--- src/hdl/assert_macros.svh ---
// Assertion helpers shared by the RTL. Every check is clocked on clk and is
// switched off while arst_n is low.
`ifndef ASSERT_MACROS_SVH
`define ASSERT_MACROS_SVH

// Consequent must hold in the same cycle as the antecedent.
`define ASSERT_SAME(lbl, ante, cons, msg) \
	lbl: assert property (@(posedge clk) disable iff (!arst_n) (ante) |-> (cons)) \
		else $error(msg);

// Consequent must hold in the cycle after the antecedent.
`define ASSERT_NEXT(lbl, ante, cons, msg) \
	lbl: assert property (@(posedge clk) disable iff (!arst_n) (ante) |=> (cons)) \
		else $error(msg);

`endif

--- src/hdl/sps_pkg.sv ---
`default_nettype none
package sps_pkg;

	localparam int NUM_SERVOS = 4;
	localparam int PULSE_W    = 12;
	localparam int SPEED_W    = 14;
	localparam int ANGLE_W    = 8;
	localparam int POSE_W     = 3;
	localparam int CFG_IDX_W  = 3;

	// Fraction bits of the fixed-point reciprocal used for the step size.
	localparam int STEP_FRAC  = 24;
	localparam int STEP_MUL_W = STEP_FRAC + 2;

	localparam logic [SPEED_W-1:0] SPEED_RESET = SPEED_W'(1000);
	localparam logic [PULSE_W-1:0] PULSE_MIN   = PULSE_W'(500);
	localparam logic [PULSE_W-1:0] PULSE_MAX   = PULSE_W'(2500);
	localparam logic [PULSE_W-1:0] PULSE_MID   = PULSE_W'(1500);
	localparam logic [ANGLE_W-1:0] ANGLE_MAX   = ANGLE_W'(180);

	// floor(x / 9) = (x * 7282) >> 16, exact for x below 32768.
	localparam int               DIV9_SHIFT = 16;
	localparam logic [12:0]      DIV9_MULT  = 13'd7282;

	// Register indexes on the configuration port.
	localparam logic [CFG_IDX_W-1:0] CFG_SLEW_SPEED    = 3'd0;
	localparam logic [CFG_IDX_W-1:0] CFG_CUSTOM_FIRST  = 3'd1;
	localparam logic [CFG_IDX_W-1:0] CFG_CUSTOM_SECOND = 3'd2;
	localparam logic [CFG_IDX_W-1:0] CFG_CUSTOM_THIRD  = 3'd3;
	localparam logic [CFG_IDX_W-1:0] CFG_CUSTOM_FOURTH = 3'd4;

	localparam logic [POSE_W-1:0] POSE_CUSTOM = 3'd5;

	typedef logic [PULSE_W-1:0] pulse_t;
	typedef pulse_t [NUM_SERVOS-1:0] pulse_set_t;

	// Preset target pulses, already converted from their angles.
	// home (150,150,0,90), open (60,60,45,120), close (105,105,45,120),
	// fly (105,105,0,90), throw (60,60,0,90); servo 0 in the lowest slot.
	localparam pulse_set_t PRESET_PULSE [POSE_CUSTOM] = '{
		'{12'd1500, 12'd500,  12'd2166, 12'd2166},
		'{12'd1833, 12'd1000, 12'd1166, 12'd1166},
		'{12'd1833, 12'd1000, 12'd1666, 12'd1666},
		'{12'd1500, 12'd500,  12'd1666, 12'd1666},
		'{12'd1500, 12'd500,  12'd1166, 12'd1166}
	};

	// Settings carried from the configuration registers to the datapath.
	typedef struct packed {
		logic [SPEED_W-1:0] step;
		pulse_set_t         custom_tgt;
	} sps_cfg_t;

	function automatic pulse_t angle_to_pulse(input logic [ANGLE_W-1:0] angle);
		logic [ANGLE_W-1:0] a;
		logic [14:0]        scaled;
		logic [27:0]        prod;
		a      = (angle > ANGLE_MAX) ? ANGLE_MAX : angle;
		scaled = 15'(a) * 15'd100;
		prod   = 28'(scaled) * 28'(DIV9_MULT);
		return PULSE_MIN + PULSE_W'(prod >> DIV9_SHIFT);
	endfunction

endpackage
`default_nettype wire

--- src/hdl/sps_cfg.sv ---
`default_nettype none
module sps_cfg #(
	parameter int STEP_MS = 20
) (
	input  wire                             clk,
	input  wire                             arst_n,
	input  wire                             cfg_we,
	input  wire  [sps_pkg::CFG_IDX_W-1:0]   cfg_index,
	input  wire  [sps_pkg::SPEED_W-1:0]     cfg_wdata,
	output sps_pkg::sps_cfg_t               cfg
);
	import sps_pkg::*;

	// step = floor(speed * STEP_MS / 1000) as one multiply by a rounded-up
	// reciprocal; exact because speed * 1000 stays below 2^STEP_FRAC.
	localparam logic [STEP_MUL_W-1:0] STEP_MULT =
		STEP_MUL_W'((64'(STEP_MS) * (64'd1 << STEP_FRAC) + 64'd999) / 64'd1000);
	localparam logic [SPEED_W-1:0] RESET_STEP =
		SPEED_W'((64'(SPEED_RESET) * 64'(STEP_MS)) / 64'd1000);

	localparam int PROD_W = SPEED_W + STEP_MUL_W;

	logic [SPEED_W-1:0] step_q;
	pulse_set_t         tgt_q;
	logic [PROD_W-1:0]  step_prod;
	pulse_t             wr_pulse;

	assign step_prod = PROD_W'(cfg_wdata) * PROD_W'(STEP_MULT);
	assign wr_pulse  = angle_to_pulse(cfg_wdata[ANGLE_W-1:0]);

	always_ff @(posedge clk or negedge arst_n) begin
		if (!arst_n) begin
			step_q <= RESET_STEP;
			for (int i = 0; i < NUM_SERVOS; i++) begin
				tgt_q[i] <= PULSE_MID;
			end
		end else if (cfg_we) begin
			unique case (cfg_index)
				CFG_SLEW_SPEED:    step_q   <= step_prod[STEP_FRAC +: SPEED_W];
				CFG_CUSTOM_FIRST:  tgt_q[0] <= wr_pulse;
				CFG_CUSTOM_SECOND: tgt_q[1] <= wr_pulse;
				CFG_CUSTOM_THIRD:  tgt_q[2] <= wr_pulse;
				CFG_CUSTOM_FOURTH: tgt_q[3] <= wr_pulse;
				default: ;
			endcase
		end
	end

	assign cfg.step       = step_q;
	assign cfg.custom_tgt = tgt_q;

endmodule
`default_nettype wire

--- src/hdl/sps_step.sv ---
`default_nettype none
module sps_step (
	input  wire  [sps_pkg::PULSE_W-1:0] cur_raw,
	input  wire  [sps_pkg::PULSE_W-1:0] tgt,
	input  wire                         hold,
	input  wire  [sps_pkg::SPEED_W-1:0] step,
	output logic [sps_pkg::PULSE_W-1:0] nxt,
	output logic                        at_tgt
);
	import sps_pkg::*;

	pulse_t             cur;
	pulse_t             goal;
	pulse_t             gap;
	logic               up;

	always_comb begin
		if (cur_raw < PULSE_MIN) begin
			cur = PULSE_MIN;
		end else if (cur_raw > PULSE_MAX) begin
			cur = PULSE_MAX;
		end else begin
			cur = cur_raw;
		end
		goal = hold ? cur : tgt;
		up   = goal > cur;
		gap  = up ? (goal - cur) : (cur - goal);
		// Land on the target when it is within one step; both values sit in
		// 500..2500, so a partial step never leaves that range.
		if (SPEED_W'(gap) <= step) begin
			nxt = goal;
		end else if (up) begin
			nxt = cur + PULSE_W'(step);
		end else begin
			nxt = cur - PULSE_W'(step);
		end
		at_tgt = (nxt == goal);
	end

endmodule
`default_nettype wire

--- src/hdl/servo_pose_slew_limiter.sv ---
`default_nettype none
// Channel  Dir  Width  Contents
// s_axis   in   8      tdata[2:0] pose, tick that names a pose
// m_axis   out  56     tdata: four 12-bit pulse widths, then settled
// cfg      in   1+3+14 write enable, register index, write data
//
// One beat goes in and one comes out per tick, one tick per cycle while
// m_tready is high. A tick sits in the input register, then the per-servo
// step logic loads the pulse registers, which are the result register as well.
// The input register keeps taking beats while a result waits on m_tready;
// s_tready falls only when both registers are full and the output is stalled.
// Reset puts every pulse at 1500, the step at its slew_speed default and the
// custom targets at 90 degrees. Configuration writes take effect at once.
`include "assert_macros.svh"
module servo_pose_slew_limiter #(
	parameter int STEP_MS = 20
) (
	input  wire                           clk,
	input  wire                           arst_n,
	input  wire                           s_tvalid,
	output logic                          s_tready,
	input  wire  [7:0]                    s_tdata,   // [2:0] pose
	output logic                          m_tvalid,
	input  wire                           m_tready,
	// [11:0] first_pwm, [23:12] second_pwm, [35:24] third_pwm,
	// [47:36] fourth_pwm, [48] settled, [55:49] zero
	output logic [55:0]                   m_tdata,
	input  wire                           cfg_we,
	input  wire  [sps_pkg::CFG_IDX_W-1:0] cfg_index,
	input  wire  [sps_pkg::SPEED_W-1:0]   cfg_wdata
);
	import sps_pkg::*;

	sps_cfg_t           cfg;
	logic [POSE_W-1:0]  pose_s1;
	logic               vld_s1;
	logic               out_vld_q;
	pulse_set_t         pulse_q;
	logic               settled_q;
	pulse_set_t         pulse_nxt;
	pulse_set_t         tgt_sel;
	logic [NUM_SERVOS-1:0] at_tgt;
	logic               hold_s1;
	logic               adv_s1;

	sps_cfg #(.STEP_MS(STEP_MS)) u_cfg (
		.clk      (clk),
		.arst_n   (arst_n),
		.cfg_we   (cfg_we),
		.cfg_index(cfg_index),
		.cfg_wdata(cfg_wdata),
		.cfg      (cfg)
	);

	assign hold_s1  = pose_s1 > POSE_CUSTOM;
	assign adv_s1   = vld_s1 && (!out_vld_q || m_tready);
	assign s_tready = !vld_s1 || adv_s1;

	always_comb begin
		for (int i = 0; i < NUM_SERVOS; i++) begin
			if (pose_s1 < POSE_CUSTOM) begin
				tgt_sel[i] = PRESET_PULSE[pose_s1][i];
			end else begin
				tgt_sel[i] = cfg.custom_tgt[i];
			end
		end
	end

	for (genvar g = 0; g < NUM_SERVOS; g++) begin : g_servo
		sps_step u_step (
			.cur_raw(pulse_q[g]),
			.tgt    (tgt_sel[g]),
			.hold   (hold_s1),
			.step   (cfg.step),
			.nxt    (pulse_nxt[g]),
			.at_tgt (at_tgt[g])
		);
	end

	always_ff @(posedge clk or negedge arst_n) begin
		if (!arst_n) begin
			vld_s1    <= 1'b0;
			out_vld_q <= 1'b0;
			for (int i = 0; i < NUM_SERVOS; i++) begin
				pulse_q[i] <= PULSE_MID;
			end
		end else begin
			if (s_tready) begin
				vld_s1 <= s_tvalid;
			end
			if (adv_s1) begin
				out_vld_q <= 1'b1;
				pulse_q   <= pulse_nxt;
			end else if (m_tready) begin
				out_vld_q <= 1'b0;
			end
		end
	end

	always_ff @(posedge clk) begin
		if (s_tready && s_tvalid) begin
			pose_s1 <= s_tdata[POSE_W-1:0];
		end
		if (adv_s1) begin
			settled_q <= &at_tgt;
		end
	end

	assign m_tvalid = out_vld_q;
	assign m_tdata  = {7'd0, settled_q, pulse_q[3], pulse_q[2], pulse_q[1], pulse_q[0]};

	`ASSERT_SAME(a_stall_only_when_full, !s_tready, vld_s1 && out_vld_q && !m_tready,
		"input stalled while a register was free")
	`ASSERT_NEXT(a_pulse_moves_on_advance, !adv_s1, $stable(pulse_q),
		"servo pulses changed without a tick")
	`ASSERT_NEXT(a_hold_settles, adv_s1 && hold_s1, settled_q && m_tvalid,
		"hold pose did not report settled")

endmodule
`default_nettype wire

--- config.mk ---
export PLATFORM = sky130hd
export DESIGN_NAME = servo_pose_slew_limiter
export DESIGN_NICKNAME = d
export VERILOG_FILES = /design/src/hdl/sps_pkg.sv /design/src/hdl/sps_cfg.sv /design/src/hdl/sps_step.sv /design/src/hdl/servo_pose_slew_limiter.sv
export VERILOG_INCLUDE_DIRS = /design/src /design/src/hdl
export SDC_FILE = /design/constraint.sdc
export NUM_CORES = 1
export LEC_CHECK = 0
export BUFFER_PORTS_ARGS = -buffer_cell sky130_fd_sc_hd__buf_4
export CORE_ASPECT_RATIO = 0.7
export CORE_MARGIN = 10
export CORE_UTILIZATION = 59
export DETAILED_ROUTE_END_ITERATION = 10
export GPL_TIMING_DRIVEN = 0
export PLACE_DENSITY = 0.8
export SLEW_MARGIN = 5
export SYNTH_ARGS = -nofsm -noshare
export SYNTH_HDL_FRONTEND = slang
export SYNTH_SLANG_ARGS = --single-unit
--- constraint.sdc ---
create_clock -name clk -period 6.8 [get_ports clk]
set_input_delay 0.34 -clock clk [delete_from_list [all_inputs] [get_ports clk]]
set_output_delay 0.34 -clock clk [all_outputs]
set_load 0.02 [all_outputs]
Word level (Yosys, flattened, before mapping)
Memories as Yosys holds them, arrays and structs flattened.
Index checks and enable logic that the tools add are counted.
Widths: inputs -> output; s select.
{"block": "totals", "register_bits": 111, "rom_bits": 384, "output_inout_bits": 58, "n_memories": 1}
{"block": "classes", "n_addsub": 17, "multipliers": 3, "magnitude_cmp": 20, "eq_ne": 8, "muxes": 33, "bitwise": 1, "reduce_logical": 14}
{"name": "(name not given)", "depth": 8, "word_bits": 48, "read_ports": 1, "rd_clocked_by_memory_dff": 0, "write_ports": 0, "line_no": "servo_pose_slew_limiter.sv:62", "rtl": "tgt_sel[i] = PRESET_PULSE[pose_s1][i];"}
{"op": "$mux 12", "count": 28}
{"op": "$mux 48", "count": 2}
{"op": "$sub 12x12->12", "count": 8}
{"op": "$add 12x9->12", "count": 4}
{"op": "$eq 12x12->1", "count": 4}
{"op": "$gt 12x12->1", "count": 4}
{"op": "$gt 12x12->1 const B", "count": 4}
{"op": "$le 12x9->1", "count": 4}
{"op": "$lt 12x9->1 const B", "count": 4}
{"op": "$sub 12x9->12", "count": 4}
{"op": "$mul 14x19->33 const B", "count": 1}
{"op": "$mul 13x12->25 const B", "count": 1}
{"op": "$mul 8x5->13 const B", "count": 1}
{"op": "$add 9x12->12 const A", "count": 1}
{"op": "$reduce_and 2->1", "count": 5}
{"op": "$gt 8x8->1 const B", "count": 1}
{"op": "$mux 8", "count": 1}
{"op": "$eq 3x2->1 const B", "count": 2}
{"op": "$ge 4x4->1 const B", "count": 1}
{"op": "$not 3->4", "count": 1}
{"op": "$reduce_and 4->1", "count": 1}
{"op": "$eq 3x1->1 const B", "count": 1}
{"op": "$eq 3x3->1 const B", "count": 1}
{"op": "$gt 3x3->1 const B", "count": 1}
{"op": "7 further kinds", "count": 11}

Logic depth before layout (Yosys ltp)
{"block": "logic_depth", "word_depth": 12, "ltp_mapped": 41, "depth_no_buf": 41}

By module
A second synthesis with hierarchy kept.
{"block": "unflattened", "hier_cells": 2692, "area_unflattened_um2": 23432.5}
{"mod": "sps_cfg", "instances": 1, "cells_per_inst": 1020, "area_each_um2": 9980.8}
{"mod": "sps_step (g_servo[0].u_step ...)", "instances": 3, "cells_per_inst": 367, "area_each_um2": 2731.4}
{"mod": "sps_step (g_servo[3].u_step)", "instances": 1, "cells_per_inst": 370, "area_each_um2": 2673.8}
{"mod": "servo_pose_slew_limiter", "instances": 1, "cells_per_inst": 201, "area_each_um2": 2583.7}

Worst setup path before layout
No wires, ideal clock.
{"block": "synth_timing", "path_kind": "input -> register", "startpoint": "in cfg_wdata[6] (netlist bit)", "endpoint": "reg u_cfg.tgt_q, in the netlist u_cfg.cfg[23]", "setup_ns": 0.083, "t_arrival_ns": 8.285, "required_time_ns": 6.717, "path_slack_ns": -1.568, "path_stages": 39, "path_buffers": 1, "cell_sequence": "inv_1 -> ha_1 -> nand3_1 -> nor2_1 -> o22ai_1 -> nand2_1 -> inv_1 -> ha_1 -> ha_1 -> inv_1 -> fa_1 -> inv_1 -> ha_1 -> a21oi_1 -> o21bai_1 -> a21oi_1 -> o21bai_1 -> a21oi_1 -> [... 3 more ...] -> a21o_1 -> ha_1 -> fa_1 -> fa_1 -> ha_1 -> ha_1 -> clkbuf_1 -> a21o_1 -> a21o_1 -> a21o_1 -> nand2b_1 -> o21a_1 -> xor2_1 -> or3_1 -> nand2b_1 -> and3_1 -> xnor3_1 -> o21ai_0"}
{"block": "synth_via", "elab_chain_cells": 5}
{"item": "start: declaration", "line_no": "servo_pose_slew_limiter.sv:30", "rtl": "input wire [sps_pkg::SPEED_W-1:0] cfg_wdata"}
{"item": "$gt 8x8->1", "line_no": "sps_pkg.sv:58", "rtl": "a = (angle > ANGLE_MAX) ? ANGLE_MAX : angle;"}
{"item": "$mux 8 *", "line_no": "sps_pkg.sv:58"}
{"item": "$mul 8x5->13 *", "line_no": "sps_pkg.sv:59", "rtl": "scaled = 15'(a) * 15'd100;"}
{"item": "$mul 13x12->25 *", "line_no": "sps_pkg.sv:60", "rtl": "prod = 28'(scaled) * 28'(DIV9_MULT);"}
{"item": "$add 9x12->12 *", "line_no": "sps_pkg.sv:61", "rtl": "return PULSE_MIN + PULSE_W'(prod >> DIV9_SHIFT);"}
{"item": "end: declaration", "line_no": "sps_cfg.sv:24", "rtl": "pulse_set_t tgt_q;"}
Mark *: on every way between the ends. The rest lies on a longest branch, timed or not.
A chain may end at the register's enable or synchronous reset.

Worst setup path in the final report
{"block": "layout_timing", "startpoint": "in cfg_wdata[1] (netlist bit)", "endpoint": "reg u_cfg.tgt_q, in the netlist u_cfg.cfg[46]"}
Same word-level chain as after synthesis.

==> reports/qor.csv <==
stage;metric;value;unit
final_layout;drive_gt1_share;21.9;%
setup_path;crit_type;input pin to flip-flop;
setup_path;crit_family;adder cells;
synth;ys_seq_elements;111;
die;core_area;0.0349;mm²
cts;clk_pin_slew;0.08;ns
drt;wl;73.4;mm
synth;synth-seq-area-share;13.6;%
synth;synth_compound_area_share;17.4;%
placement;port_buffers;75;
drt;drc;0;
timing;fin_ws;-1.34;ns
setup_path;worstReg2RegEnd;settled_q;
synth;syn_area;0.0211;mm²
setup_path;slowest_delay;0.56;ns
setup_path;slowest_stage;fa_1;
final_layout;fin_area;0.0254;mm²
placement;dpl.cell_count;3056;
die;initial_utilization;60.3;%
cts;cts_inserted_buffers;9;
die;ioPinCount;88;
synth;ys.warnings.count;0;
grt;gr-usage-met1;43.8;%
cts;clock_latency;0.39;ns
cts;htreeDepth;3;
timing;rsz0062_at_grt;true;
cts;cts_root_buf;clkbuf_16;
die;die_h;178;µm
grt;grt_pass1_wl;107;mm
synth;ys.flop_type;dfstp_2;
hold_path;min_path_type;input pin to flip-flop;
synth;synth_top_family_by_area;adder cells;
setup_path;critPathMaxFanout;13;
drt;wl_per_cell;23.1;µm
grt;top_usage_layer;met2;
die;die_w;246;µm
grt;overflow;0;
run_status;status;finished with violations;
cts;tritoncts;yes;
timing;min_period_over_period;120;%
synth;synth-simple-area-share;13.1;%
cts;clockBufferDepth;2;
drt;num_vias;20100;
synth;synthCells;2502;
timing;setup-violations-final;45;
timing;hold_viol_final;0;
timing;max_freq;123;MHz
setup_path;cp_common_cell;ha_4;
hold_path;hold_end;pose_s1[2];
synth;async_reset_ff_share;96.4;%
drt;drt_pass1_iterations;6;
placement;post-dp-hpwl;54.6;mm
timing;relSlewSlack;35.4;%
hold_path;hold_path_startpoint;s_tdata[2];
synth;synth_fa_ha_area_share;36.1;%
run_status;violations;setup timing;
hold_path;whs_path_depth;1;
timing;holdWs;0.131;ns
grt;grt_util_met2;46.3;%
final_layout;nFillCells;2539;
final_layout;final_cell_mix;370 x ha_1, 306 x inv_1, 200 x nand2_1;
setup_path;worstRegToRegCells;30;
setup_path;r2r_slack;0;ns
placement;dpl_cell_area;0.0227;mm²
setup_path;crit_arrival;8.44;ns
grt;grt_util_met3;7.95;%
timing;tightest_slew;0.970;ns
die;dieArea;0.0438;mm²
grt;antenna_found_initial;3;
drt;viasPerCell;6.32;
setup_path;crit_buf_inv;8;
drt;drt-initial-drc-count;2293;
setup_path;required;7.10;ns
synth;postSynthAreaPerCell;8.42;µm²
drt;drtAntennaViolNets;0;
final_layout;final_nets;3257;
final_layout;final_cells;3173;
setup_path;cp-start-kind;input pin;
placement;gp_congestion;1.00;
grt;grt_max_degree;71;
timing;finClkSkew;0.0121;ns
job;drv_cap;0;
grt;grt_pass1_vias;19000;
placement;dp_slack;-2.45;ns
timing;period_needed;8.14;ns
final_layout;syn2layout_area_growth;20.6;%
synth;synth_xor_area_share;8.21;%
die;placementRows;57;
grt;grt_usage;31.0;%
cts;clock-sinks;111;
timing;slew_viol_final;0;
synth;muxShareOfSynthArea;3.98;%
setup_path;r2r-start;pose_s1[0];
final_layout;final_common_cell;ha_1;
synth;ys_types;85;
setup_path;crit_path_end_kind;flip-flop;
synth;synth-edff-count;4;
setup_path;startpoint;cfg_wdata[1];
setup_path;cp.depth;40;
[Yosys cell counts, types with 6 or more instances]
cell type / n / area [µm²]
and3_1: 12 / 75.1
nand4_1: 20 / 125
nor3_1: 32 / 160
buf_1: 7 / 26.3
buf_4: 9 / 67.6
nand3_1: 49 / 245
nand2_1: 215 / 807
a211oi_1: 34 / 255
nor2b_1: 36 / 225
a221oi_1: 8 / 70.1
o21a_1: 22 / 165
dfrtp_1: 49 / 1230
nor2_1: 135 / 507
nand3b_1: 7 / 52.6
inv_1: 321 / 1200
a31oi_1: 13 / 81.3
mux2i_1: 50 / 500
and2_1: 10 / 62.6
fa_1: 127 / 2540
buf_2: 21 / 105
or3_1: 9 / 56.3
o21ai_0: 188 / 941
o2bb2ai_1: 7 / 61.3
xor2_1: 51 / 447
o21ai_1: 13 / 65.1
xnor2_1: 144 / 1260
mux2_2: 30 / 338
a21oi_1: 139 / 696
o211ai_1: 19 / 143
ha_1: 405 / 5070
nor4_1: 10 / 62.6
o21bai_1: 16 / 120
nand2b_1: 31 / 194
a21o_1: 56 / 420
clkbuf_1: 42 / 158
dfstp_2: 58 / 1520
o22ai_1: 6 / 37.5
or2_2: 9 / 56.3
[area by class of cell]
| type | instances | area, µm² | share of cell area [%] |
|---|---|---|---|
| multi-input combinational | 1992 | 18400 | 72.5 |
| sequential | 111 | 2870 | 11.3 |
| antenna | 1 | 2.50 | 0.00984 |
| clock inverter | 5 | 33.8 | 0.133 |
| tap | 472 | 591 | 2.32 |
| timing repair buffer | 182 | 1540 | 6.05 |
| buffer | 75 | 477 | 1.87 |
| inverter | 324 | 1250 | 4.92 |
| clock buffer | 11 | 233 | 0.915 |
[state kept, by name, summed over array words and instances (netlist names)]
register,count
settled_q,1
u_cfg.cfg,48
pose_s1,3
vld_s1,1
m_tdata,48
m_tvalid,1
u_cfg.step_q,9
[worst max-delay path by stage]
| stage | to | slack (ns) |
|---|---|---|
| 3_3_place_gp | settled_q | -2.17 |
| 6_report | u_cfg.cfg[46] | -1.34 |
| 4_1_cts | u_cfg.cfg[22] | -0.79 |
| 2_1_floorplan | u_cfg.cfg[11] | -0.69 |
| 5_1_grt | u_cfg.cfg[46] | -1.48 |
| 3_5_place_dp | settled_q | -2.45 |
[stage by stage]
step	TNS, ns	util [%]
CTS	-18.69	68.9
detailed placement	-130.40	64.8
floorplan	-12.42	-
finish	-34.44	72.8
global placement	-119.08	64.7
global route	-41.06	72.7
[cell families (layout without fill, tap and decap cells)]
kind of cell               Yosys count  in the layout
AOI/OAI and AO/OA                  588            588
xor gates and xnor gates           196            196
adders and majority gates          532            532
buffers and inverters              405            597
DFF                                111            111
muxes                               80             80
other                                1              8
and+or+nand+nor                    589            589
[routing by layer]
layer,wire (µm),up-vias
met2,31400,1134
li1,-,8988
met5,13,-
met1,30800,9702
met4,2540,2
met3,8660,228
[repair_timing]
item                                    in CTS  in global routing
hold buffers                                 1                  0
pin swaps                                   59                 83
hold endpoints to repair                    16                  0
endpoints found under the setup margin     101                 99
gates resized for setup                    188                220
buffers inserted                            48                 61
Power is left out: the tool's default activity adds up to more than one toggle a clock period on the data nets, which glitch-free logic cannot reach.
